<file path="src/hw/rtl/rtpg_pkg.sv">
// ----------------------------------------------------------------------------
// rtpg_pkg
// Shared types, constants and helpers of the raster test pattern generator.
// ----------------------------------------------------------------------------
package rtpg_pkg;

  localparam int MAX_DIM      = 4096;
  localparam int MAX_CHANNELS = 4;
  localparam int DIM_W        = 13;   // holds 1..MAX_DIM
  localparam int POS_W        = 12;   // holds 0..MAX_DIM-1
  localparam int CNT_W        = 3;    // holds 1..MAX_CHANNELS
  localparam int CH_W         = 2;    // channel index
  localparam int NUM_W        = 20;   // gradient numerator, below (MAX_DIM-1)*256
  localparam int STEP_W       = 4;    // divider step counter
  localparam int CFG_IDX_W    = 3;
  localparam int CFG_DATA_W   = 32;

  // pattern codes
  localparam logic [1:0] KIND_SOLID = 2'd0;
  localparam logic [1:0] KIND_GRAD  = 2'd1;
  localparam logic [1:0] KIND_CHECK = 2'd2;

  // register indexes
  localparam logic [CFG_IDX_W-1:0] REG_KIND   = 3'd0;
  localparam logic [CFG_IDX_W-1:0] REG_WIDTH  = 3'd1;
  localparam logic [CFG_IDX_W-1:0] REG_HEIGHT = 3'd2;
  localparam logic [CFG_IDX_W-1:0] REG_NCH    = 3'd3;
  localparam logic [CFG_IDX_W-1:0] REG_TILE   = 3'd4;
  localparam logic [CFG_IDX_W-1:0] REG_COLORA = 3'd5;
  localparam logic [CFG_IDX_W-1:0] REG_COLORB = 3'd6;

  // configuration as seen by the back end, already clamped
  typedef struct packed {
    logic [1:0]       kind;
    logic [DIM_W-1:0] w;
    logic [DIM_W-1:0] h;
    logic [CNT_W-1:0] nch;
    logic [DIM_W-1:0] tile;
    logic [31:0]      color_a;
    logic [31:0]      color_b;
  } rtpg_cfg_t;

  // raster position of one pixel, front to back
  typedef struct packed {
    logic [POS_W-1:0] x;
    logic [POS_W-1:0] y;
    logic             eol;
    logic             eof;
  } rtpg_pos_t;

  typedef enum logic [2:0] {
    BK_IDLE,
    BK_MUL_A,
    BK_MUL_B,
    BK_DIV,
    BK_TILE,
    BK_EMIT
  } rtpg_bk_state_t;

  function automatic logic [7:0] byte_of(input logic [31:0] color,
                                         input logic [CH_W-1:0] ch);
    logic [31:0] sh;
    sh = color >> {ch, 3'b000};
    return sh[7:0];
  endfunction

  function automatic logic [DIM_W-1:0] clamp_dim(input logic [DIM_W-1:0] v);
    logic [DIM_W-1:0] r;
    if (v == '0) begin
      r = DIM_W'(1);
    end else if (v > DIM_W'(MAX_DIM)) begin
      r = DIM_W'(MAX_DIM);
    end else begin
      r = v;
    end
    return r;
  endfunction

endpackage

</file>
<file path="src/hw/rtl/raster_test_pattern_generator_unit.sv">
// ----------------------------------------------------------------------------
// raster_test_pattern_generator_unit
// Raster test pattern source: solid, vertical gradient and checkerboard.
// ----------------------------------------------------------------------------
// Usage:
//   Each transfer on the in_ stream asks for one pixel; in_tdata[0] set
//   restarts the raster at column 0, row 0 before that pixel. The out_ stream
//   returns the pixel: four channel bytes, column and row in out_tdata,
//   end of line on out_tlast and end of frame on out_tuser.
//   Registers are written through cfg_we/cfg_index/cfg_wdata while no
//   pixel is in flight.
// Processing:
//   A request is queued in a two-entry queue between the front and back
//   ends and worked on by the back end one at a time. Solid fill goes
//   straight to the emit state, checkerboard runs a 12-step serial divide
//   of column and row by the tile edge, gradient runs two multiply states
//   and an 8-step divide per channel (a one-row frame goes as solid fill).
//   In solid mode a pixel passes the queue, the idle and emit states.
// Reset and stalls:
//   rst_n clears the raster position, the queue, the output valid flag and
//   loads the register defaults. While out_tready is low the pixel holds in
//   the output register, the back end waits and the queue fills, after which
//   in_tready drops.
// ----------------------------------------------------------------------------
module raster_test_pattern_generator_unit (
  input  logic                              clk,
  input  logic                              rst_n,
  input  logic                              cfg_we,
  input  logic [rtpg_pkg::CFG_IDX_W-1:0]    cfg_index,
  input  logic [rtpg_pkg::CFG_DATA_W-1:0]   cfg_wdata,
  input  logic                              in_tvalid,
  output logic                              in_tready,
  input  logic [7:0]                        in_tdata,   // [0] restart_frame
  output logic                              out_tvalid,
  input  logic                              out_tready,
  // [7:0] chan0, [15:8] chan1, [23:16] chan2, [31:24] chan3,
  // [43:32] pixel_col, [55:44] pixel_row
  output logic [55:0]                       out_tdata,
  output logic                              out_tlast,  // end_of_line
  output logic [0:0]                        out_tuser   // [0] end_of_frame
);
  import rtpg_pkg::*;

  rtpg_cfg_t cfg;
  rtpg_pos_t push_data, pop_data;
  logic      q_push, q_pop, q_full, q_empty;
  logic      eof_bit;

  rtpg_front u_front (
    .clk        (clk),
    .rst_n      (rst_n),
    .cfg_we     (cfg_we),
    .cfg_index  (cfg_index),
    .cfg_wdata  (cfg_wdata),
    .in_valid   (in_tvalid),
    .in_restart (in_tdata[0]),
    .in_ready   (in_tready),
    .q_full     (q_full),
    .q_push     (q_push),
    .q_data     (push_data),
    .cfg        (cfg)
  );

  rtpg_fifo u_fifo (
    .clk       (clk),
    .rst_n     (rst_n),
    .push      (q_push),
    .push_data (push_data),
    .pop       (q_pop),
    .pop_data  (pop_data),
    .full      (q_full),
    .empty     (q_empty)
  );

  rtpg_back u_back (
    .clk       (clk),
    .rst_n     (rst_n),
    .cfg       (cfg),
    .q_empty   (q_empty),
    .q_data    (pop_data),
    .q_pop     (q_pop),
    .out_valid (out_tvalid),
    .out_ready (out_tready),
    .out_data  (out_tdata),
    .out_last  (out_tlast),
    .out_user  (eof_bit)
  );

  assign out_tuser = eof_bit;

endmodule

</file>
<file path="src/hw/rtl/rtpg_fifo.sv">
// ----------------------------------------------------------------------------
// rtpg_fifo
// Two-entry queue of raster positions between the front and back ends.
// ----------------------------------------------------------------------------
module rtpg_fifo (
  input  logic              clk,
  input  logic              rst_n,
  input  logic              push,
  input  rtpg_pkg::rtpg_pos_t push_data,
  input  logic              pop,
  output rtpg_pkg::rtpg_pos_t pop_data,
  output logic              full,
  output logic              empty
);
  import rtpg_pkg::*;

  rtpg_pos_t  mem_r [2];
  logic       wptr_r, wptr_nxt;
  logic       rptr_r, rptr_nxt;
  logic [1:0] count_r, count_nxt;

  assign full     = (count_r == 2'd2);
  assign empty    = (count_r == 2'd0);
  assign pop_data = mem_r[rptr_r];

  always_comb begin
    wptr_nxt  = push ? ~wptr_r : wptr_r;
    rptr_nxt  = pop ? ~rptr_r : rptr_r;
    count_nxt = count_r + 2'(push) - 2'(pop);
  end

  always_ff @(posedge clk) begin
    if (!rst_n) begin
      wptr_r  <= 1'b0;
      rptr_r  <= 1'b0;
      count_r <= 2'd0;
    end else begin
      wptr_r  <= wptr_nxt;
      rptr_r  <= rptr_nxt;
      count_r <= count_nxt;
    end
  end

  always_ff @(posedge clk) begin
    if (push) begin
      mem_r[wptr_r] <= push_data;
    end
  end

  a_no_overfill: assert property (@(posedge clk) disable iff (!rst_n)
    count_r <= 2'd2) else $error("rtpg_fifo: count beyond depth");

  a_no_push_full: assert property (@(posedge clk) disable iff (!rst_n)
    full |-> !push) else $error("rtpg_fifo: push into full queue");

endmodule

</file>
<file path="src/hw/rtl/rtpg_front.sv">
// ----------------------------------------------------------------------------
// rtpg_front
// Register file and raster position tracking; pushes one position per
// accepted input transfer into the queue.
// ----------------------------------------------------------------------------
module rtpg_front (
  input  logic                              clk,
  input  logic                              rst_n,
  input  logic                              cfg_we,
  input  logic [rtpg_pkg::CFG_IDX_W-1:0]    cfg_index,
  input  logic [rtpg_pkg::CFG_DATA_W-1:0]   cfg_wdata,
  input  logic                              in_valid,
  input  logic                              in_restart,
  output logic                              in_ready,
  input  logic                              q_full,
  output logic                              q_push,
  output rtpg_pkg::rtpg_pos_t               q_data,
  output rtpg_pkg::rtpg_cfg_t               cfg
);
  import rtpg_pkg::*;

  logic [1:0]       kind_r;
  logic [DIM_W-1:0] width_r, height_r, tile_r;
  logic [CNT_W-1:0] nch_r;
  logic [31:0]      color_a_r, color_b_r;

  logic [POS_W-1:0] col_r, col_nxt;
  logic [POS_W-1:0] row_r, row_nxt;

  logic             wrap;
  logic [POS_W-1:0] x, y;
  logic             eol, eof;

  always_comb begin
    cfg.kind    = kind_r;
    cfg.w       = clamp_dim(width_r);
    cfg.h       = clamp_dim(height_r);
    cfg.tile    = (tile_r == '0) ? DIM_W'(1) : tile_r;
    if (nch_r == '0) begin
      cfg.nch = CNT_W'(1);
    end else if (nch_r > CNT_W'(MAX_CHANNELS)) begin
      cfg.nch = CNT_W'(MAX_CHANNELS);
    end else begin
      cfg.nch = nch_r;
    end
    cfg.color_a = color_a_r;
    cfg.color_b = color_b_r;
  end

  assign in_ready = ~q_full;
  assign q_push   = in_valid & in_ready;

  always_comb begin
    // a shrunk frame can leave the counters outside it
    wrap = in_restart || ({1'b0, col_r} >= cfg.w) || ({1'b0, row_r} >= cfg.h);
    x    = wrap ? '0 : col_r;
    y    = wrap ? '0 : row_r;
    eol  = ({1'b0, x} == cfg.w - DIM_W'(1));
    eof  = eol && ({1'b0, y} == cfg.h - DIM_W'(1));
    if (eol) begin
      col_nxt = '0;
      row_nxt = eof ? '0 : y + POS_W'(1);
    end else begin
      col_nxt = x + POS_W'(1);
      row_nxt = y;
    end
    q_data.x   = x;
    q_data.y   = y;
    q_data.eol = eol;
    q_data.eof = eof;
  end

  always_ff @(posedge clk) begin
    if (!rst_n) begin
      col_r <= '0;
      row_r <= '0;
    end else if (q_push) begin
      col_r <= col_nxt;
      row_r <= row_nxt;
    end
  end

  always_ff @(posedge clk) begin
    if (!rst_n) begin
      kind_r    <= KIND_SOLID;
      width_r   <= DIM_W'(64);
      height_r  <= DIM_W'(64);
      nch_r     <= CNT_W'(3);
      tile_r    <= DIM_W'(8);
      color_a_r <= 32'h0000_0000;
      color_b_r <= 32'hFFFF_FFFF;
    end else if (cfg_we) begin
      unique case (cfg_index)
        REG_KIND:   kind_r    <= cfg_wdata[1:0];
        REG_WIDTH:  width_r   <= cfg_wdata[DIM_W-1:0];
        REG_HEIGHT: height_r  <= cfg_wdata[DIM_W-1:0];
        REG_NCH:    nch_r     <= cfg_wdata[CNT_W-1:0];
        REG_TILE:   tile_r    <= cfg_wdata[DIM_W-1:0];
        REG_COLORA: color_a_r <= cfg_wdata;
        REG_COLORB: color_b_r <= cfg_wdata;
        default: ;
      endcase
    end
  end

endmodule

</file>
<file path="src/hw/rtl/rtpg_back.sv">
// ----------------------------------------------------------------------------
// rtpg_back
// Pixel value engine: serial dividers for the gradient shades and the
// checker square parity, plus the output register.
// ----------------------------------------------------------------------------
module rtpg_back (
  input  logic                  clk,
  input  logic                  rst_n,
  input  rtpg_pkg::rtpg_cfg_t   cfg,
  input  logic                  q_empty,
  input  rtpg_pkg::rtpg_pos_t   q_data,
  output logic                  q_pop,
  output logic                  out_valid,
  input  logic                  out_ready,
  output logic [55:0]           out_data,
  output logic                  out_last,
  output logic                  out_user
);
  import rtpg_pkg::*;

  rtpg_bk_state_t state_r, state_nxt;

  rtpg_pos_t         pos_r;
  logic [CH_W-1:0]   ch_r;
  logic [STEP_W-1:0] step_r;
  logic [NUM_W-1:0]  num_r;
  logic [6:0]        q_r;
  logic [7:0]        chan_r [MAX_CHANNELS];
  logic [POS_W-1:0]  xs_r, ys_r;
  logic [DIM_W-1:0]  remx_r, remy_r;
  logic              odd_r;

  logic              out_valid_r;
  logic [55:0]       out_data_r;
  logic              out_last_r, out_user_r;

  logic              out_free, load, grad_on, last_ch;
  logic [POS_W-1:0]  hm1;
  logic [NUM_W-1:0]  d_sh, prod_a, prod_b;
  logic [NUM_W:0]    num_sum;
  logic              ge;
  logic [DIM_W:0]    tx, ty;
  logic              gex, gey;
  logic [7:0]        pix [MAX_CHANNELS];

  assign out_free = ~out_valid_r | out_ready;
  assign grad_on  = (cfg.kind == KIND_GRAD) && (cfg.h != DIM_W'(1));
  assign hm1      = POS_W'(cfg.h - DIM_W'(1));
  assign last_ch  = ({1'b0, ch_r} == cfg.nch - CNT_W'(1));

  // next state
  always_comb begin
    state_nxt = state_r;
    unique case (state_r)
      BK_IDLE: begin
        if (!q_empty) begin
          if (grad_on) begin
            state_nxt = BK_MUL_A;
          end else if (cfg.kind == KIND_CHECK) begin
            state_nxt = BK_TILE;
          end else begin
            state_nxt = BK_EMIT;
          end
        end
      end
      BK_MUL_A: state_nxt = BK_MUL_B;
      BK_MUL_B: state_nxt = BK_DIV;
      BK_DIV: begin
        if (step_r == '0) begin
          state_nxt = last_ch ? BK_EMIT : BK_MUL_A;
        end
      end
      BK_TILE: begin
        if (step_r == '0) begin
          state_nxt = BK_EMIT;
        end
      end
      BK_EMIT: begin
        if (out_free) begin
          state_nxt = BK_IDLE;
        end
      end
      default: state_nxt = BK_IDLE;
    endcase
  end

  // control outputs
  always_comb begin
    q_pop = (state_r == BK_IDLE) && !q_empty;
    load  = (state_r == BK_EMIT) && out_free;
  end

  // datapath arithmetic
  always_comb begin
    prod_a  = NUM_W'(hm1 - pos_r.y) * NUM_W'(byte_of(cfg.color_a, ch_r));
    prod_b  = NUM_W'(pos_r.y) * NUM_W'(byte_of(cfg.color_b, ch_r));
    num_sum = {1'b0, num_r} + {1'b0, prod_b};
    // restoring division, quotient fits eight bits
    d_sh    = NUM_W'(hm1) << step_r[2:0];
    ge      = (num_r >= d_sh);
    tx      = {remx_r, xs_r[POS_W-1]};
    ty      = {remy_r, ys_r[POS_W-1]};
    gex     = (tx >= {1'b0, cfg.tile});
    gey     = (ty >= {1'b0, cfg.tile});
    for (int c = 0; c < MAX_CHANNELS; c++) begin
      if (CNT_W'(c) >= cfg.nch) begin
        pix[c] = 8'h00;
      end else if (grad_on) begin
        pix[c] = chan_r[c];
      end else if (cfg.kind == KIND_CHECK && odd_r) begin
        pix[c] = byte_of(cfg.color_b, CH_W'(c));
      end else begin
        pix[c] = byte_of(cfg.color_a, CH_W'(c));
      end
    end
  end

  always_ff @(posedge clk) begin
    if (!rst_n) begin
      state_r     <= BK_IDLE;
      out_valid_r <= 1'b0;
    end else begin
      state_r <= state_nxt;
      if (load) begin
        out_valid_r <= 1'b1;
      end else if (out_ready) begin
        out_valid_r <= 1'b0;
      end
    end
  end

  always_ff @(posedge clk) begin
    if (q_pop) begin
      pos_r  <= q_data;
      ch_r   <= '0;
      odd_r  <= 1'b0;
      xs_r   <= q_data.x;
      ys_r   <= q_data.y;
      remx_r <= '0;
      remy_r <= '0;
      step_r <= STEP_W'(POS_W - 1);
    end
    unique case (state_r)
      BK_MUL_A: num_r <= prod_a;
      BK_MUL_B: begin
        num_r  <= num_sum[NUM_W-1:0];
        step_r <= STEP_W'(7);
      end
      BK_DIV: begin
        num_r  <= ge ? num_r - d_sh : num_r;
        q_r    <= {q_r[5:0], ge};
        step_r <= step_r - STEP_W'(1);
        if (step_r == '0) begin
          chan_r[ch_r] <= {q_r, ge};
          ch_r         <= ch_r + CH_W'(1);
        end
      end
      BK_TILE: begin
        remx_r <= gex ? DIM_W'(tx - {1'b0, cfg.tile}) : tx[DIM_W-1:0];
        remy_r <= gey ? DIM_W'(ty - {1'b0, cfg.tile}) : ty[DIM_W-1:0];
        xs_r   <= {xs_r[POS_W-2:0], 1'b0};
        ys_r   <= {ys_r[POS_W-2:0], 1'b0};
        step_r <= step_r - STEP_W'(1);
        // parity of the sum of both quotients is the xor of their lsbs
        if (step_r == '0) begin
          odd_r <= gex ^ gey;
        end
      end
      default: ;
    endcase
    if (load) begin
      out_data_r <= {pos_r.y, pos_r.x, pix[3], pix[2], pix[1], pix[0]};
      out_last_r <= pos_r.eol;
      out_user_r <= pos_r.eof;
    end
  end

  assign out_valid = out_valid_r;
  assign out_data  = out_data_r;
  assign out_last  = out_last_r;
  assign out_user  = out_user_r;

  a_div_steps: assert property (@(posedge clk) disable iff (!rst_n)
    (state_r == BK_DIV) |-> (step_r < STEP_W'(8)))
    else $error("rtpg_back: shade divider ran past eight steps");

  a_pop_starts: assert property (@(posedge clk) disable iff (!rst_n)
    q_pop |=> (state_r != BK_IDLE))
    else $error("rtpg_back: popped position not worked on");

endmodule
</file>
<file path="config.mk">
export PLATFORM = sky130hd
export DESIGN_NAME = raster_test_pattern_generator_unit
export DESIGN_NICKNAME = d
export VERILOG_FILES = /design/src/hw/rtl/rtpg_pkg.sv /design/src/hw/rtl/raster_test_pattern_generator_unit.sv /design/src/hw/rtl/rtpg_fifo.sv /design/src/hw/rtl/rtpg_front.sv /design/src/hw/rtl/rtpg_back.sv
export SDC_FILE = /design/constraint.sdc
export NUM_CORES = 1
export LEC_CHECK = 0
export ABC_AREA = 0
export BUFFER_PORTS_ARGS = -buffer_cell sky130_fd_sc_hd__buf_2
export CAP_MARGIN = 25
export CORE_MARGIN = 3
export CORE_UTILIZATION = 59
export DETAILED_ROUTE_END_ITERATION = 8
export PLACE_DENSITY = 0.77
export SLEW_MARGIN = 20
export SYNTH_ARGS = -nofsm -noshare
export SYNTH_HDL_FRONTEND = slang
export SYNTH_SLANG_ARGS = --single-unit
</file>
<file path="constraint.sdc">
create_clock -name clk -period 15.13 [get_ports clk]
set_input_delay 0.7565 -clock clk [delete_from_list [all_inputs] [get_ports clk]]
set_output_delay 0.7565 -clock clk [all_outputs]
set_load 0.005 [all_outputs]
</file>
**Word level (Yosys, flattened, before mapping)**

Memories as Yosys holds them, arrays and structs flattened. A register that Yosys moved wholly into a read port is not among the register bits.
Index checks and enable logic that the tools add are counted.

- Flip-flop bits (word level): 308
- RAM bits: 84
- Logic and storage cells: 185
- Memories kept: 2

- Add/sub/neg operators: 14
- Multiply operators: 2
- $lt $le $gt $ge: 12
- Eq/ne operators: 23
- Shifts and indexed selects: 3
- Mux-type cells: 56
- Bitwise logic cells: 7
- Reductions and logical operators: 30

Memories:

| name | words | bits a word | read ports | clocked after memory_dff | write ports | RTL line | text |
|---|---|---|---|---|---|---|---|
| u_fifo.mem_r | 2 | 26 | 1 | 1 | 1 | rtpg_fifo.sv:17 | `rtpg_pos_t mem_r [2];` |
| u_back.chan_r | 4 | 8 | 4 | 0 | 1 | rtpg_back.sv:28 | `logic [7:0] chan_r [MAX_CHANNELS];` |

Operators by type and width:

| operator | count |
|---|---|
| $mux 13 | 10 |
| $mux 12 | 9 |
| $mux 8 | 8 |
| $shr 32x5->8 | 2 |
| $pmux 20 s3 | 1 |
| $logic_not 13->1 | 3 |
| $ge 14x13->1 | 2 |
| $eq 12x13->1 | 2 |
| $ge 12x13->1 | 2 |
| $gt 13x13->1 const B | 2 |
| $sub 13x1->13 const B | 2 |
| $sub 13x13->13 | 2 |
| $add 12x1->12 const B | 2 |
| $mux 3 | 8 |
| $add 20x20->20 | 1 |
| $ge 20x20->1 | 1 |
| $mul 12x8->20 | 1 |
| $mul 20x8->20 | 1 |
| $mux 20 | 1 |
| $shl 12x3->20 | 1 |
| $sub 20x20->20 | 1 |
| $pmux 3 s6 | 1 |
| $reduce_and 2->1 | 8 |
| $eq 3x3->1 const B | 5 |
| other kinds (35) | 71 |

**Longest topological paths before layout**

Gate-level depths: netlist (run 1).

- Word-level depth: 11
- Depth in mapped cells: 36
- Gate-level depth less buffers: 35

**By module**

A second synthesis (run 1) with hierarchy kept.

- Cell total of the unflattened synthesis: 3026
- Area, all modules: 28873.9 µm²

By module, submodules not included:

| module | instances | cells each | area an instance (µm²) | sequential area each (µm²) |
|---|---|---|---|---|
| rtpg_back | 1 | 1914 | 19268.5 | 6035.8 |
| rtpg_front | 1 | 1010 | 7399.6 | 2642.5 |
| rtpg_fifo | 1 | 102 | 2205.9 | 1661.6 |

**Worst setup path after synthesis (run 1)**

Ideal clock, no wire load.

- Kind: register -> register
- Start point: reg u_front.height_r[8]
- End point: reg u_back.num_r[18] (data pin)
- Arrival: 7597 ps
- Path slack: 7353 ps
- Stages on the path, launching flop included: 36
- Clock period less this slack: 7777 ps
- Path through: dfxtp_1 -> clkbuf_1 -> nor3_1 -> a41oi_1 -> nor2_1 -> inv_1 -> ha_1 -> inv_1 -> xnor2_1 -> inv_1 -> ha_1 -> o21ai_0 -> nand2b_1 -> a21o_1 -> a21o_1 -> a21o_1 -> a21o_1 -> a311oi_1 -> xor2_1 -> nand2b_1 -> fa_1 -> inv_1 -> fa_1 -> fa_1 -> inv_1 -> fa_1 -> inv_1 -> ha_1 -> and2_1 -> a31oi_1 -> nand3_1 -> a31o_2 -> a21oi_1 -> o21ai_0 -> xnor2_1 -> a221oi_1

- Cells in the longest elaborated chain, start to end: 8
- Elaborated cells on any way between the ends: 11
- Classes of those cells: 3 x add/sub; 1 x mul; 1 x order compare; 1 x shift; 4 x mux; 1 x reduce/logical

Ends and longest elaborated chain:

| item | RTL line | text |
|---|---|---|
| start, declared | rtpg_front.sv:23 | `logic [DIM_W-1:0] width_r, height_r, tile_r;` |
| start signal, assigned | rtpg_front.sv:96 | `REG_HEIGHT: height_r <= cfg_wdata[DIM_W-1:0];` |
| $gt 13x13->1 | rtpg_pkg.sv:71 | `end else if (v > DIM_W'(MAX_DIM)) begin` |
| $mux 13 | rtpg_pkg.sv:71 |  |
| $mux 13 * | rtpg_pkg.sv:69 | `if (v == '0) begin` |
| $sub 13x1->13 * | rtpg_back.sv:48 | `assign hm1 = POS_W'(cfg.h - DIM_W'(1));` |
| parallel branches: the longest is 3 deep, another holds $mul 20x8->20 | -- |  |
| $pmux 20 s3 * | rtpg_back.sv:143 | `unique case (state_r)` |
| end signal, assigned | rtpg_back.sv:144 | `BK_MUL_A: num_r <= prod_a;` |
| end signal, assigned | rtpg_back.sv:146 | `num_r <= num_sum[NUM_W-1:0];` |
| end signal, assigned | rtpg_back.sv:150 | `num_r <= ge ? num_r - d_sh : num_r;` |
| end, declared | rtpg_back.sv:26 | `logic [NUM_W-1:0] num_r;` |

Mark *: on every way between the ends. The select of a mux whose other input is x is not followed.
A chain may end at the register's enable or synchronous reset.

**Worst setup path after layout (run 1)**

- Start point: reg u_front.height_r[12]
- End point: reg u_back.num_r[18] (data pin)

Same word-level chain as after synthesis.

==> results of run 1 <==
[cell type report]
| type | count | area, µm² |
|---|---|---|
| Antenna cell | 1 | 2.50 |
| Clock buffer | 53 | 1170 |
| Clock inverter | 25 | 272 |
| Fill cell | 3715 | 16200 |
| Inverter | 271 | 1020 |
| Multi-Input combinational cell | 2131 | 16100 |
| Sequential cell | 393 | 10300 |
| Tap cell | 607 | 759 |
| Timing Repair Buffer | 137 | 790 |
[path summary, 6_finish.rpt]
path                                                         from                            endpoint  slack, ps  depth (start not counted)
worst max-delay path            u_front.height_r[12]$_SDFFE_PN0P_          u_back.num_r[18]$_DFFE_PP_       5900                         32
worst min-delay path                                cfg_wdata[21]  u_front.color_b_r[21]$_SDFFE_PN1P_        390                          3
worst max register to register  u_front.height_r[12]$_SDFFE_PN0P_          u_back.num_r[18]$_DFFE_PP_       5900                         32
worst min register to register         u_back.pos_r[19]$_DFFE_PP_       u_back.out_data[37]$_DFFE_PP_        420                          0
[state kept, by name (all words and copies together) (netlist names), 20 cells and up, named ones only]
register / flops
u_back.chan_r: 32
u_back.num_r: 20
u_back.out_data: 56
u_back.pos_r: 26
u_fifo.mem_r: 52
u_front.color_a_r: 32
u_front.color_b_r: 32
[worst reg2reg max path: cells and delay by family (launching register included)]
kind,cells,cell delay (ps)
buf+inv,6,1090
fa+ha+maj,7,2760
compound gates,11,2140
xor+xnor,3,1350
flops,1,600
simple gates,5,980
[metrics by stage]
step / util [%] / setup slack [ps]
final: 65.2 / 5900
after global routing: 65.2 / 5190
after CTS: 65.1 / 5910
after detailed placement: 62.0 / 5960
after global placement: 62.0 / 6040
after floorplan: - / 7350
[cells in the final DEF, fill, tap and decap left out, types with 15 or more instances in the layout]
master	netlist	final
a211oi_1	55	54
a21o_1	25	25
a21oi_1	166	164
a22o_1	22	22
a31oi_1	18	18
and2_1	53	53
and3_1	33	32
buf_2	5	100
buf_4	0	34
clkbuf_16	0	44
dfxtp_1	146	146
edfxtp_1	247	247
fa_1	163	163
ha_1	164	164
inv_1	261	260
mux2_2	35	35
mux2i_1	88	88
nand2_1	394	393
nand2b_1	26	26
nand3_1	89	89
nand4_1	22	22
nor2_1	258	255
nor2b_1	19	18
nor3_1	55	54
nor4_1	25	25
o211ai_1	20	20
o21a_1	15	15
o21ai_0	88	88
or2_2	19	19
xnor2_1	64	64
xor2_1	38	38
[cells by family (layout without fill, tap and decap cells)]
family / Yosys count / count (layout)
AND/OR/NAND/NOR: 1052 / 1052
multiplexers: 131 / 131
XOR/XNOR: 102 / 102
other: 0 / 1
buffers and inverters: 409 / 486
AO/OA/AOI/OAI: 519 / 519
adder cells (fa/ha/maj): 327 / 327
flip-flops: 393 / 393
[per-layer routing]
layer  global-route usage [%]  up-vias  wire length, µm
li1                         -    10300                -
met1                     39.8    10800            30400
met2                     48.4      891            34500
met3                     4.76      183             5500
met4                     10.1        4             2710
met5                        0        -               21
==> summary.md, run 1 <==
| Metric | Value |
|---|---|
| Status | finished, final reports clean |
| Post-CTS Resized | 0 |
| WHS | 390 ps |
| Detailed Place HPWL | 53.3 mm |
| Dpl cells | 3,536 |
| Fin. Hold Viols | 0 |
| GPL Wtd Cong | 0.942 |
| Post-route insts no fill | 3,618 |
| Most area-hungry cell type in the Yosys netlist | edfxtp_1 |
| CP Launch Type | flop |
| Largest cells by area after synthesis | edfxtp_1, fa_1, dfxtp_1, ha_1, nand2_1 |
| Crit path kind | reg -> reg |
| Most used cell, CP | inv_1 |
| # H-tree levels | 2 |
| #FFs+latches synth | 393 |
| Syn Nets | 3,308 |
| Pins Over Slew Limit | 0 |
| TritonCTS clock tree | built |
| Synth Area in Simple Gates | 17.7% |
| CP Buf/Inv Count | 6 |
| CP max stage cell | dfxtp_1 |
| Dpl cell area | 28,900 µm² |
| Fmax | 108 MHz |
| Vias in the first global route | 21,900 |
| Setup TNS | 0 ps |
| Residual DRC count | 0 |
| Drt via density | 6.14 |
| Post-synthesis mux area share | 5.21% |
| Largest net degree at the start of global routing | 66 |
| Die width | 223 µm |
| Clock Skew | 28.4 ps |
| Minimum clock period | 9230 ps |
| I/O pins | 108 |
| Period utilization | 61.0% |
| Share of layout cells above drive strength 1 | 10.6% |
| Most frequent cell after synthesis | nand2_1 |
| DRT iter0 DRCs | 1,890 |
| CTS Buffer Depth | 3 |
| Sequential cell area fraction in the yosys report | 37.1% |
| HP Class | in -> reg |
| Pre-antenna DRT Iters | 6 |
| Initial antenna violation count | 3 |
| Total wire length | 73.1 mm |
| Average wire per standard cell | 20.2 µm |
| CTS Hold Bufs | 0 |
| Setup Fix Bufs, Post-CTS | 0 |
| Post-synthesis async set-or-reset flop share | 0% |
| Compound-Gate Fraction of Synth Area | 12.2% |
| Worst EP required | 15,410 ps |
| CTS Buf Count | 42 |
| Final ANT Viol Nets | 0 |
| Yosys warns | 0 |
| Synthesized instance count | 2,933 |
| Worst Max-Slew Pin Slew | 926 ps |
| Area grow syn2layout | 8.98% |
| Critical Path Sink Type | flop |
| Max-cap violations | 0 |
| Post-Synth XOR/XNOR Area | 3.20% |
| Final Setup Violations | 0 |
| Post-synth EDFFs | 247 |
| Clk_lat worst skew | 590 ps |
| Final net count | 3,351 |
| Die Area | 49,900 µm² |
| Max_slew headroom | 38.3% |
| Overflow after GRT | 0 |
| # rows | 79 |
| Adder-Cell Fraction of Synth Area | 19.0% |
| IO Port Bufs | 100 |
| Core Area | 46,700 µm² |
| Worst-path clk slew | 70 ps |
| Largest family of logic cells by synthesized area | adder cells |
| RSZ-0062 raised after global routing | no |
| Worst EP arrival | 9510 ps |
| # clock sinks | 393 |
| Synth Area per Inst | 9.51 µm² |
| Top cells by instance count after synthesis | nand2_1, inv_1, nor2_1 |
| Top-area cell type share of the netlist area | 26.6% |
| Via count | 22,200 |
| First-pass GRT wire length | 118 mm |
| Worst-path maximum fanout | 17 |
| GRT Util Overall | 29.4% |
| Main flop type after synthesis | edfxtp_1 |
| Initial Utilization | 59.8% |
| Count of different cell masters after synthesis | 91 |
| CTS Root Cell | clkbuf_16 |
| Worst path max stage delay | 600 ps |
| Die span in y | 223 µm |
| Crit path max-delay family | adder cells |
| Final Cell Area | 30,400 µm² |
| Cell Area, Synth | 27,900 µm² |
Power of run 1 is not shown: default switching activity piles up to over one toggle a cycle in this logic, so the estimate is an artifact.
==> run 2: changes to the inputs <==
ABC_AREA = 1   (was 0)
CORE_UTILIZATION = 57   (was 59)
clock period = 7.6 ns   (was 15.13 ns; I/O delays follow)
==> run 2 against run 1 <==
Clock-buffer cell count grew 4. Final cell count grew 13%. Critical path type unchanged. Fmax grew 27%. Largest cell class unchanged.
==> summary.md, run 2 <==
| Metric | Value |
|---|---|
| Largest net degree at the start of global routing | 99 (was 66) |
| Fin. Hold Viols | 0 (unchanged) |
| Status | finished, final reports clean (unchanged) |
| Worst path max stage delay | 520 ps (was 600 ps) |
| First-pass GRT wire length | 119 mm (was 118 mm) |
| Worst hold start | cfg_wdata[14] (was cfg_wdata[21]) |
| RR Startpoint | u_front.height_r[8]$_SDFFE_PN0P_ (was u_front.height_r[12]$_SDFFE_PN0P_) |
| Top cells by instance count after synthesis | nand2_1, inv_1, nor2_1 (unchanged) |
| Commonest non-fill, non-tap cell in the layout | nand2_1 (unchanged) |
| Fill cells | 3,989 (was 3,715) |
| R2r endpoint | u_back.num_r[19]$_DFFE_PP_ (was u_back.num_r[18]$_DFFE_PP_) |
| Fmax | 138 MHz (was 108 MHz) |
| GPL Wtd Cong | 0.990 (was 0.942) |
| Hold Path Sink | u_front.color_b_r[14]$_SDFFE_PN1P_ (was u_front.color_b_r[21]$_SDFFE_PN1P_) |
| Post-synth EDFFs | 247 (unchanged) |
| Final ANT Viol Nets | 0 (unchanged) |
| Post-synthesis async set-or-reset flop share | 0% (unchanged) |
| Register Area | 10,300 µm² (about the same) |
| Drt via density | 5.66 (was 6.14) |
| #FFs+latches synth | 393 (unchanged) |
| R2R Setup Slk | 360 ps (was 5900 ps) |
| Largest register FFs | 56 (unchanged) |
| I/O pins | 108 (unchanged) |
| Residual DRC count | 0 (unchanged) |
| Clock Skew | 28.5 ps (was 28.4 ps) |
| Share of layout cells above drive strength 1 | 10.3% (was 10.6%) |
| Critical Path Sink Type | flop (unchanged) |
| # rows | 80 (was 79) |
| Commonest non-fill, non-tap cells in the layout | nand2_1, inv_1, nor2_1 (unchanged) |
| Dpl cells | 3,985 (was 3,536) |
| CP max stage cell | fa_1 (was dfxtp_1) |
| Initial antenna violation count | 3 (unchanged) |
| Minimum clock period | 7240 ps (was 9230 ps) |
| DRT iter0 DRCs | 2,448 (was 1,890) |
| CP Launch Type | flop (unchanged) |
| Vias in the first global route | 21,900 (about the same) |
| CTS Hold Bufs | 0 (unchanged) |
| Total wire length | 74.9 mm (was 73.1 mm) |
| Crit path kind | reg -> reg (unchanged) |
| Most frequent cell after synthesis | nand2_1 (unchanged) |
| Die width | 227 µm (was 223 µm) |
| Period utilization | 95.3% (was 61.0%) |
| Top-area cell type share of the netlist area | 26.7% (was 26.6%) |
| Detailed Place HPWL | 55.7 mm (was 53.3 mm) |
| Most area-hungry cell type in the Yosys netlist | edfxtp_1 (unchanged) |
| Hold path cells | 3 (unchanged) |
| Clk_lat worst skew | 590 ps (about the same) |
| Multi-input logic area | 15,400 µm² (was 16,100 µm²) |
| Largest cells by area after synthesis | edfxtp_1, fa_1, dfxtp_1, nand2_1, ha_1 (was edfxtp_1, fa_1, dfxtp_1, ha_1, nand2_1) |
| # clock sinks | 393 (unchanged) |
| Main flop type after synthesis | edfxtp_1 (unchanged) |
| Worst-path clk slew | 70 ps (about the same) |
| Pins Over Slew Limit | 0 (unchanged) |
| Pre-antenna DRT Iters | 7 (was 6) |
| Sequential cell area fraction in the yosys report | 37.2% (was 37.1%) |
| Synth Area per Inst | 8.35 µm² (was 9.51 µm²) |
| Via count | 23,100 (was 22,200) |
| Worst-path maximum fanout | 7 (was 17) |
| Most used cell, CP | nand2_1 (was inv_1) |
| Die Area | 51,500 µm² (was 49,900 µm²) |
| Average wire per standard cell | 18.4 µm (was 20.2 µm) |
| Cell Area, Synth | 27,800 µm² (was 27,900 µm²) |
| CTS Buffer Depth | 3 (unchanged) |
| # H-tree levels | 2 (unchanged) |
| CTS Root Cell | clkbuf_16 (unchanged) |
| Synthesized instance count | 3,332 (was 2,933) |
| Setup TNS | 0 ps (unchanged) |
| CTS Buf Count | 42 (unchanged) |
| Final net count | 3,796 (was 3,351) |
| Overflow after GRT | 0 (unchanged) |
| Die span in y | 227 µm (was 223 µm) |
| Worst EP required | 7930 ps (was 15,410 ps) |
| HP Class | in -> reg (unchanged) |
| Initial Utilization | 58.0% (was 59.8%) |
| Syn Nets | 3,707 (was 3,308) |
| Worst EP arrival | 7570 ps (was 9510 ps) |
| Final Setup Violations | 0 (unchanged) |
| Count of different cell masters after synthesis | 55 (was 91) |
| Max_slew headroom | 34.4% (was 38.3%) |
| IO Port Bufs | 100 (unchanged) |
| Worst Max-Slew Pin Slew | 980 ps (was 926 ps) |
| Max-cap violations | 0 (unchanged) |
| Post-route insts no fill | 4,072 (was 3,618) |
| R2R cell count | 41 (was 32) |
| TritonCTS clock tree | built (unchanged) |
| Yosys warns | 0 (unchanged) |
| Core Area | 47,900 µm² (was 46,700 µm²) |
| GRT Util Overall | 29.4% (about the same) |
| Area grow syn2layout | 9.80% (was 8.98%) |
run 2: changes by cell type after synthesis, moves of 68 or more:
cell,change
inv_1,+192
mux2i_1,-78
nand2_1,+310
nand3_1,+68
nor2_1,+90
o21ai_0,+148
run 2: cells by family (layout without fill, tap and decap cells):
kind of cell | Yosys count | count (layout) | synth area share, %
and+or+nand+nor | 1334 | 1334 | 20.0
AOI/OAI and AO/OA | 593 | 593 | 12.0
buffers and inverters | 581 | 704 | 8.10
DFF | 393 | 393 | 37.2
adders and majority gates | 327 | 327 | 19.1
xor gates and xnor gates | 68 | 68 | 2.14
muxes | 36 | 36 | 1.41
other | 0 | 2 | 0
run 2: area by class of cell:
cell class	count	area share, %
Multi-Input combinational cell	2358	50.3
Sequential cell	393	33.9
Inverter	472	5.80
Clock buffer	57	3.86
Timing Repair Buffer	154	3.03
Tap cell	615	2.52
Clock inverter	21	0.573
Antenna cell	2	0.0164
run 2: worst max path at each step:
stage,start,endpoint,slack [ps],cells past startpoint
after CTS,u_front.height_r[8]$_SDFFE_PN0P_,u_back.num_r[19]$_DFFE_PP_,90,40
after floorplan,u_front.height_r[4]$_SDFFE_PN0P_,u_back.num_r[19]$_DFFE_PP_,560,42
after detailed placement,u_front.height_r[8]$_SDFFE_PN0P_,u_back.num_r[19]$_DFFE_PP_,110,40
after global placement,u_front.height_r[8]$_SDFFE_PN0P_,u_back.num_r[19]$_DFFE_PP_,220,40
final,u_front.height_r[8]$_SDFFE_PN0P_,u_back.num_r[19]$_DFFE_PP_,360,41
after global routing,u_front.height_r[8]$_SDFFE_PN0P_,u_back.num_r[19]$_DFFE_PP_,-80,41
run 2: metrics by stage:
stage               utilization, %  hold WS (ps)  area, µm²  setup WS (ps)
floorplan                        -           400      27800            559
global placement              60.5           401      29000            223
detailed placement            60.5           405      29000            112
CTS                           63.3          28.9      30400           86.0
global route                  63.7          49.6      30500          -83.5
finish                        63.7          47.8      30500            361
run 2: repair_timing:
action / CTS / global route
endpoints found under the setup margin: 0 / 9
gates resized for setup: 0 / 31
buffers inserted: 0 / 7
run 2: critical path, delay by kind of cell (launching register included):
kind	cells	cell delay [ps]
adder cells (fa/ha/maj)	7	2820
buffers and inverters	6	500
flip-flops	1	330
AND/OR/NAND/NOR	20	2040
AO/OA/AOI/OAI	5	670
XOR/XNOR	3	640
run 2: layer usage:
metal	vias up	global-route usage, %	share of wire (%)
li1	11100	-	-
met1	10800	41.4	44
met2	950	44.8	43
met3	173	6.85	9.2
met4	4	10.7	4.0
met5	-	0	0.036
Power of run 2 is left out for the same reason.
